[src/rtl/core/gba_div.sv]
// Iterative restoring unsigned divider, one quotient bit per cycle.
// No dependencies.
module gba_div #(
    parameter int NW = 16,
    parameter int DW = 8
) (
    input  logic          clk,
    input  logic          rst_n,
    input  logic          start,
    input  logic [NW-1:0] dividend,
    input  logic [DW-1:0] divisor,
    output logic          done,
    output logic [NW-1:0] quotient,
    output logic [DW-1:0] remainder
);
    localparam int CW = $clog2(NW + 1);

    logic [NW-1:0] quo_reg;
    logic [DW-1:0] rem_reg;
    logic [CW-1:0] cnt_reg;
    logic          busy_reg;
    logic          done_reg;
    logic [DW:0]   trial;
    logic          ge;

    assign trial = {rem_reg, quo_reg[NW-1]};
    assign ge    = trial >= {1'b0, divisor};

    always_ff @(posedge clk or negedge rst_n)
    begin
        if (!rst_n)
        begin
            busy_reg <= 1'b0;
            done_reg <= 1'b0;
            cnt_reg  <= '0;
        end
        else
        begin
            done_reg <= 1'b0;
            if (start)
            begin
                busy_reg <= 1'b1;
                cnt_reg  <= CW'(NW);
            end
            else if (busy_reg)
            begin
                cnt_reg <= cnt_reg - 1'b1;
                if (cnt_reg == CW'(1))
                begin
                    busy_reg <= 1'b0;
                    done_reg <= 1'b1;
                end
            end
        end
    end

    always_ff @(posedge clk)
    begin
        if (start)
        begin
            quo_reg <= dividend;
            rem_reg <= '0;
        end
        else if (busy_reg)
        begin
            quo_reg <= {quo_reg[NW-2:0], ge};
            rem_reg <= ge ? DW'(trial - {1'b0, divisor}) : trial[DW-1:0];
        end
    end

    assign done      = done_reg;
    assign quotient  = quo_reg;
    assign remainder = rem_reg;

endmodule

[config.mk]
export PLATFORM = sky130hd
export DESIGN_NAME = gba_div
export DESIGN_NICKNAME = d
export VERILOG_FILES = /design/src/rtl/core/gba_div.sv
export SDC_FILE = /design/constraint.sdc
export NUM_CORES = 1
export LEC_CHECK = 0
export ABC_CLOCK_PERIOD_IN_PS = 1600
export BUFFER_PORTS_ARGS = -buffer_cell sky130_fd_sc_hd__buf_4
export CAP_MARGIN = 25
export CORE_ASPECT_RATIO = 1.5
export CORE_MARGIN = 5
export CORE_UTILIZATION = 46
export CTS_CLUSTER_SIZE = 20
export DETAILED_ROUTE_END_ITERATION = 7
export PLACE_DENSITY = 0.75
export SLEW_MARGIN = 20
export SYNTH_ARGS = -nofsm -noshare
export SYNTH_HDL_FRONTEND = slang
export SYNTH_SLANG_ARGS = --single-unit
[constraint.sdc]
create_clock -name clk -period 1.6 [get_ports clk]
set_input_delay 0.24 -clock clk [delete_from_list [all_inputs] [get_ports clk]]
set_output_delay 0.24 -clock clk [all_outputs]
set_load 0.005 [all_outputs]
=== Yosys cells after proc, flatten, opt, wreduce, memory -nomap -nowiden ===
Cells that the tools add are included.

* Flip-flop bits (word level): 31
* Input port bits: 27
* Output and inout port bits: 25
* Word-level logic and storage cells: 21

* $add $sub $neg: 2
* Order comparisons: 1
* Equal/unequal tests: 1
* Multiplexer cells: 11
* Reduce and logical (&&, ||, !) cells: 1

{| class="wikitable"
|+ Operator list
! operator !! number
|-
| two-way mux 16 bit || 2
|-
| two-way mux 5 bit || 2
|-
| greater-or-equal comparator 9 x 8 -> 1 bit || 1
|-
| two-way mux 8 bit || 1
|-
| subtractor 8 bit || 1
|-
| two-way mux 1 bit || 6
|-
| == test 5 x 1 -> 1 bit (second input constant) || 1
|-
| subtractor 5 x 1 -> 5 bit (second input constant) || 1
|-
| nonzero test 2 bit || 1
|}

=== Longest topological paths before layout ===
Gate-level depths: netlist (run 1).

* Depth in word-level cells: 4
* Depth in mapped cells: 8
* Mapped depth without buffers: 8

=== Worst setup path after synthesis (run 1) ===
Ideal clock, no wire load.

* Path type: flip-flop to flip-flop
* Start: register quo_reg[15] (netlist: quotient[15])
* End: register rem_reg[6] (netlist: remainder[6])
* Data arrival time: 1716 ps
* Slack: -200 ps
* Cell stages (with the launch flop): 9
* Path buffers: 0
* Clock period less this slack: 1800 ps
* Cells stage by stage: edfxtp_1 > inv_1 > ha_1 > fa_1 > nand2b_1 > a21oi_1 > or4_1 > and4_1 > o31ai_2

* Word-level cells in the longest chain between the ends: 2
* Elaborated cells on any way between the ends: 3
* Those cells by class: add/sub (1); order compare (1); mux (1)

{| class="wikitable"
|+ RTL lines
! what !! line !! source
|-
| from (decl) || 18 || <nowiki>logic [NW-1:0] quo_reg;</nowiki>
|-
| from (signal assigned) || 61 || <nowiki>quo_reg <= dividend;</nowiki>
|-
| from (signal assigned) || 66 || <nowiki>quo_reg <= {quo_reg[NW-2:0], ge};</nowiki>
|-
| subtractor 8 bit / greater-or-equal comparator 9 x 8 -> 1 bit (equally long branches) || 67, 27 ||
|-
| two-way mux 8 bit * || 67 || <nowiki>rem_reg <= ge ? DW'(trial - {1'b0, divisor}) : trial[DW-1:0];</nowiki>
|-
| to (signal assigned) || 67 ||
|-
| to (decl) || 19 || <nowiki>logic [DW-1:0] rem_reg;</nowiki>
|}

Mark *: on every way between the ends. The rest lies on a longest branch, timed or not.
A chain may end at the register's enable or synchronous reset.

=== Worst setup path after layout (run 1) ===
Ends and elaborated chain as after synthesis.

==> results of run 1 <==
[final cells by class]
cell class,instances,area (um^2),area share
clock buffers,5,68.8,0.0257
well taps,43,53.8,0.0201
clock inverters,3,23.8,0.00890
flip-flops and latches,31,816,0.305
repair buffers,81,634,0.237
inverters,14,52.6,0.0197
multi-input cells,110,1020,0.383
[cell usage in the layout, fill, tap and decap left out, types with 2 or more instances in the layout]
cell type    n
ha_4         4
mux2i_1      3
mux2_2      15
a211oi_2     2
nand2b_4     2
nand2b_1     2
nor3_1       2
xor2_1       3
nand2_1     11
mux2_4       2
nor2_1      17
o21ai_2      2
o21ai_1      2
edfxtp_1    16
a21oi_2      3
ha_1         6
inv_1       12
buf_4       76
a21oi_1      2
clkbuf_8     5
nor2b_1      2
xnor2_1      5
dfrtp_1      7
buf_6        3
dfxtp_1      8
inv_2        2
clkinvlp_4   2
[repair_timing]
item / in CTS / in global routing
endpoints found under the setup margin: 9 / 9
gates resized for setup: 16 / 7
buffers inserted: 2 / 3
hold endpoints to repair: 7 / 0
hold buffers: 1 / 0
pin swaps: 15 / 7
[cells in the mapped netlist, types with 2 or more instances]
cell type,count,area share
ha_1,10,0.070
mux2i_1,4,0.022
nand2b_1,4,0.014
edfxtp_1,16,0.27
xor2_1,3,0.015
dfxtp_1,8,0.090
buf_2,3,0.0084
nand2_1,11,0.023
nor2_1,17,0.036
nor3_1,2,0.0056
dfrtp_1,7,0.098
a211oi_1,2,0.0084
xnor2_1,6,0.030
a211oi_2,2,0.014
nor2b_1,3,0.011
a21oi_2,2,0.0098
o21ai_1,4,0.011
inv_1,13,0.027
mux2_2,16,0.10
a21oi_1,4,0.011
[cells by family after synthesis]
| kind of cell | count (synthesis) | share of synthesized area |
|---|---|---|
| simple gates | 44 | 0.122 |
| flops | 31 | 0.458 |
| compound gates | 25 | 0.113 |
| mux | 21 | 0.132 |
| buf+inv | 19 | 0.0485 |
| fa+ha+maj | 11 | 0.0815 |
| xor+xnor | 9 | 0.0443 |
[metal layers]
layer	track usage	up-vias	routed length [um]
met3	0.0551	20	344
met2	0.351	68	2430
li1	-	728	-
met1	0.191	713	1650
met4	0.0927	0	214
met5	0	-	0
[how the worst max path moves through the flow]
stage	startpoint	cells past startpoint	endpoint
finish	quotient[15]$_DFFE_PP_	8	remainder[6]$_SDFFE_PP0P_
global placement	quotient[15]$_DFFE_PP_	8	remainder[6]$_SDFFE_PP0P_
CTS	quotient[15]$_DFFE_PP_	8	remainder[6]$_SDFFE_PP0P_
global route	quotient[15]$_DFFE_PP_	8	remainder[6]$_SDFFE_PP0P_
floorplan	quotient[15]$_DFFE_PP_	8	remainder[6]$_SDFFE_PP0P_
detailed placement	quotient[15]$_DFFE_PP_	8	remainder[6]$_SDFFE_PP0P_
[power by group]
| part | total, mW | internal [mW] | switching (mW) |
|---|---|---|---|
| Clock | 0.640 | 0.311 | 0.329 |
| Sequential | 1.24 | 1.08 | 0.166 |
| Combinational | 2.33 | 1.30 | 1.03 |
| Total | 4.22 | 2.69 | 1.53 |
[per-stage QoR]
stage | worst slack, ns | util
finish | -0.221 | 0.719
global placement | -0.242 | 0.649
CTS | -0.226 | 0.703
floorplan | -0.199 | -
detailed placement | -0.296 | 0.649
global route | -0.321 | 0.719
==> results.sh, run 1 <==
export IMPL_relSlewSlack=0.764
export IMPL_rr_worst_depth=8
export IMPL_dieArea_um2=5240
export IMPL_finalCriticalPeriod_ns=1.82
export IMPL_syn_area_um2=1780
export IMPL_p_leak_nw=1.21
export IMPL_grt_pass1_vias=1709
export IMPL_clock_sinks=31
export IMPL_cts_inserted_buffers=5
export IMPL_cts_htree_levels=2
export IMPL_drt_iter0_markers=69
export IMPL_grt_pass1_wl_um=7570
export IMPL_crit_path_max_fanout=2
export IMPL_worst_slew_pin_slew_ns=0.353
export IMPL_first_pass_iters=4
export IMPL_r2r_start="quotient[15]$_DFFE_PP_"
export IMPL_whs_ns=0.252
export IMPL_cp_top_family="simple AND/OR/NAND/NOR gates"
export IMPL_fin_tns_setup_ns=-0.986
export IMPL_start_util=0.479
export IMPL_r2r_end="remainder[6]$_SDFFE_PP0P_"
export IMPL_worstPathCellList="inv_2 > ha_4 > fa_2 > nand2b_4 > a21oi_2 > or4_1 > and4_1 > o31ai_2"
export IMPL_rsz0062_at_grt="true"
export IMPL_cts_root_buf="clkbuf_8"
export IMPL_p_total_mw=4.22
export IMPL_grt_max_degree=29
export IMPL_max_freq_mhz=549
export IMPL_setup_viol=9
export IMPL_status="finished, violations left"
export IMPL_design_area_um2=2670
export IMPL_io_pins=52
export IMPL_synth_seq_cells=31
export IMPL_async_reset_ff_frac=0.226
export IMPL_synth_edf_count=16
export IMPL_synth_cell_types=43
export IMPL_largest_register_ffs=16
export IMPL_dpl_hpwl_um=3470
export IMPL_core_area_um2=3720
export IMPL_skew_ns=0.00683
export IMPL_rrSetupSlack_ns=-0.22
export IMPL_route_detailed_drc=0
export IMPL_wl_um=4640
export IMPL_slowest_stage="edfxtp_1"
export IMPL_cap_violations=0
export IMPL_placed_area_um2=2410
export IMPL_num_vias=1529
export IMPL_ant_nets=0
export IMPL_critical_path_max_stage_delay_ns=0.40
export IMPL_clockBufferDepth=2
export IMPL_gr_total_overflow=0
export IMPL_ys_warn_count=0
export IMPL_cp_arrival_ns=2.02
export IMPL_syn_nets=198
export IMPL_clock_latency_ns=0.29
export IMPL_dp_cells=273
export IMPL_critical_path_required_ns=1.80
export IMPL_final_nets=281
export IMPL_fillers=259
export IMPL_area_delta_synth_final_pct=50.1
export IMPL_critPathKind="reg2reg"
export IMPL_startpoint_type="flop"
export IMPL_syn_avg_cell_area_um2=11.1
export IMPL_worstHoldEndpoint="quotient[8]$_DFFE_PP_"
export IMPL_power_density_nw_per_um2=1580
export IMPL_hold_viol=0
export IMPL_dieWidth_um=60.8
export IMPL_gp_congestion=0.887
export IMPL_end_kind="flop"
export IMPL_antenna_found_initial=0
export IMPL_instances_no_fill=287
export IMPL_synth_cells=160
export IMPL_path_buf_inv=1
export IMPL_insertedDiodeCount=0
export IMPL_whs_path_depth=2
export IMPL_vias_per_cell=5.33
export IMPL_violations="setup timing"
export IMPL_drv_slew=0
export IMPL_finalCritPeriodShare=1.14
export IMPL_fp_dieH_um=86.2
export IMPL_clk_pin_slew_ns=0.07
export IMPL_ys_seq_area_frac=0.458
export IMPL_hp_class="in2reg"
export IMPL_grt_total_usage=0.193
export IMPL_peakVddDrop_uv=983
export IMPL_rows=27
export IMPL_drive_gt1_frac=0.549
export IMPL_cts_tree="yes"
export IMPL_fin_ws_ns=-0.221
export IMPL_post_drt_wl_per_cell_um=16.2
export IMPL_io_buffers=51
export IMPL_hold_start="dividend[8]"
export IMPL_ys_flop_type="edfxtp_1"
No activity file was read; power rests on OpenSTA's default activity.
==> inputs of run 2 (changes only) <==
--- a/config.mk
+++ b/config.mk
@@ -8,12 +8,14 @@
 export ABC_CLOCK_PERIOD_IN_PS = 1600
 export BUFFER_PORTS_ARGS = -buffer_cell sky130_fd_sc_hd__buf_4
 export CAP_MARGIN = 25
+export CELL_PAD_IN_SITES_DETAIL_PLACEMENT = 2
+export CELL_PAD_IN_SITES_GLOBAL_PLACEMENT = 2
 export CORE_ASPECT_RATIO = 1.5
 export CORE_MARGIN = 5
-export CORE_UTILIZATION = 46
+export CORE_UTILIZATION = 29
 export CTS_CLUSTER_SIZE = 20
 export DETAILED_ROUTE_END_ITERATION = 7
-export PLACE_DENSITY = 0.75
+export PLACE_DENSITY_LB_ADDON = 0.1
 export SLEW_MARGIN = 20
 export SYNTH_ARGS = -nofsm -noshare
 export SYNTH_HDL_FRONTEND = slang
==> run 2 against run 1 <==
The flow still finishes with violations (setup timing). Power rose by 0.84%. Clock skew is 0.00069 ns lower. Sequential power is essentially flat. Clock-buffer cell count increased by 1. Non-clock buffer count is 2 lower. Register-to-register slack lost 0.05 ns. Via count fell by 2.0%. Fmax down 2.6%. Critical path depth stayed put. Critical path type unchanged. Largest cell class unchanged. Largest power group unchanged.
==> results.sh, run 2 (synthesis results as in run 1) <==
export IMPL_mostFrequentLayoutCell="buf_4"
export IMPL_worstHoldEndpoint="quotient[15]$_DFFE_PP_"
export IMPL_route_detailed_drc=0
export IMPL_gr_total_overflow=0
export IMPL_gp_congestion=0.766
export IMPL_skew_ns=0.00614
export IMPL_grt_pass1_wl_um=8860
export IMPL_antenna_found_initial=0
export IMPL_rows=35
export IMPL_r2r_start="quotient[15]$_DFFE_PP_"
export IMPL_start_util=0.295
export IMPL_hold_start="dividend[15]"
export IMPL_fin_ws_ns=-0.269
export IMPL_layout_common_cells="74 x buf_4, 17 x nor2_1, 16 x mux2_2, 16 x edfxtp_1, 12 x inv_1"
export IMPL_critical_path_required_ns=1.81
export IMPL_relSlewSlack=0.744
export IMPL_peakVddDrop_uv=643
export IMPL_whs_path_depth=2
export IMPL_crit_path_max_fanout=2
export IMPL_grt_total_usage=0.148
export IMPL_dpl_hpwl_um=4180
export IMPL_design_area_um2=2710
export IMPL_violations="setup timing"
export IMPL_drive_gt1_frac=0.554
export IMPL_largest_register_ffs=16
export IMPL_dieArea_um2=7840
export IMPL_clock_latency_ns=0.28
export IMPL_ant_nets=0
export IMPL_hp_class="in2reg"
export IMPL_cts_inserted_buffers=5
export IMPL_whs_ns=0.258
export IMPL_startpoint_type="flop"
export IMPL_rrSetupSlack_ns=-0.27
export IMPL_finalCriticalPeriod_ns=1.87
export IMPL_instances_no_fill=316
export IMPL_status="finished, violations left"
export IMPL_drv_slew=0
export IMPL_clockBufferDepth=2
export IMPL_cts_tree="yes"
export IMPL_final_nets=279
export IMPL_area_delta_synth_final_pct=52.3
export IMPL_wl_um=5300
export IMPL_cts_htree_levels=2
export IMPL_insertedDiodeCount=0
export IMPL_dieWidth_um=74.0
export IMPL_worst_slew_pin_slew_ns=0.378
export IMPL_fp_dieH_um=106
export IMPL_fillers=626
export IMPL_cp_arrival_ns=2.08
export IMPL_dp_cells=302
export IMPL_finalCritPeriodShare=1.17
export IMPL_core_area_um2=6040
export IMPL_end_kind="flop"
export IMPL_r2r_end="remainder[6]$_SDFFE_PP0P_"
export IMPL_vias_per_cell=4.74
export IMPL_clk_pin_slew_ns=0.07
export IMPL_hold_viol=0
export IMPL_io_buffers=51
export IMPL_max_freq_mhz=535
export IMPL_pre_cts_slack_ns=-0.382
export IMPL_rr_worst_depth=8
export IMPL_drt_iter0_markers=20
export IMPL_p_leak_nw=1.19
export IMPL_grt_max_degree=29
export IMPL_clock_sinks=31
export IMPL_io_pins=52
export IMPL_first_pass_iters=3
export IMPL_critPathKind="reg2reg"
export IMPL_fin_tns_setup_ns=-1.36
export IMPL_setup_viol=9
export IMPL_post_drt_wl_per_cell_um=16.8
export IMPL_placed_area_um2=2450
export IMPL_grt_pass1_vias=1769
export IMPL_cap_violations=0
export IMPL_power_density_nw_per_um2=1570
export IMPL_num_vias=1498
export IMPL_rsz0062_at_grt="true"
export IMPL_cts_root_buf="clkbuf_8"
-- run 2: cell count changes in the layout (fill, tap and decap cells not counted), sizes merged --
cell | previous run | this run
buf | 80 | 78
inv | 15 | 14
clkinv | 0 | 2
clkinvlp | 2 | 0
clkbuf | 5 | 6
-- run 2: critical path: stages (launching register included) --
cell and delay (ns):
edfxtp_1 0.41, inv_2 0.09, ha_4 0.14, fa_2 0.20, nand2b_4 0.13, a21oi_2 0.06
or4_1 0.41, and4_1 0.18, o31ai_2 0.16
-- run 2: worst max path at each step --
stage	cells past startpoint	slack (ns)	end	start
after global routing	8	-0.36	remainder[6]$_SDFFE_PP0P_	quotient[15]$_DFFE_PP_
final	8	-0.27	remainder[6]$_SDFFE_PP0P_	quotient[15]$_DFFE_PP_
after global placement	8	-0.29	remainder[6]$_SDFFE_PP0P_	quotient[15]$_DFFE_PP_
after CTS	8	-0.27	remainder[6]$_SDFFE_PP0P_	quotient[15]$_DFFE_PP_
after floorplan	8	-0.20	remainder[6]$_SDFFE_PP0P_	quotient[15]$_DFFE_PP_
after detailed placement	8	-0.38	remainder[6]$_SDFFE_PP0P_	quotient[15]$_DFFE_PP_
-- run 2: area by class of cell --
type,instances,area [um^2],share of cell area
clock inverter,2,7.51,0.00277
sequential,31,818,0.302
inverter,14,52.6,0.0194
tap,74,92.6,0.0341
clock buffer,6,72.6,0.0268
multi-input combinational,110,1040,0.383
timing repair buffer,79,628,0.232
-- run 2: timing repair --
| item | CTS | global route |
|---|---|---|
| endpoints found under the setup margin | 9 | 9 |
| gates resized for setup | 21 | 5 |
| pin swaps | 12 | 4 |
| cloned | 0 | 0 |
| hold buffers | 1 | 0 |
| hold endpoints to repair | 7 | 0 |
| setup buffers | 4 | 1 |
-- run 2: stage by stage --
| step | power (mW) | utilization |
|---|---|---|
| after floorplan | 2.41 | - |
| after CTS | 4.19 | 0.443 |
| after detailed placement | 3.35 | 0.405 |
| final | 4.25 | 0.449 |
| after global routing | 4.57 | 0.449 |
| after global placement | 3.26 | 0.405 |
-- run 2: report_power, final --
group / leakage [nW] / internal [mW] / switching (mW)
clock network: 0.0403 / 0.296 / 0.297
logic: 0.826 / 1.33 / 1.06
registers: 0.321 / 1.08 / 0.182
total: 1.19 / 2.71 / 1.54
-- run 2: routing by layer --
metal  vias to the layer above  GRT usage  wire (um)
met5                         -          0          0
met4                         0     0.0505         82
met3                         6     0.0416        249
met2                        33      0.285       3160
met1                       735      0.144       1810
li1                        724          -          -
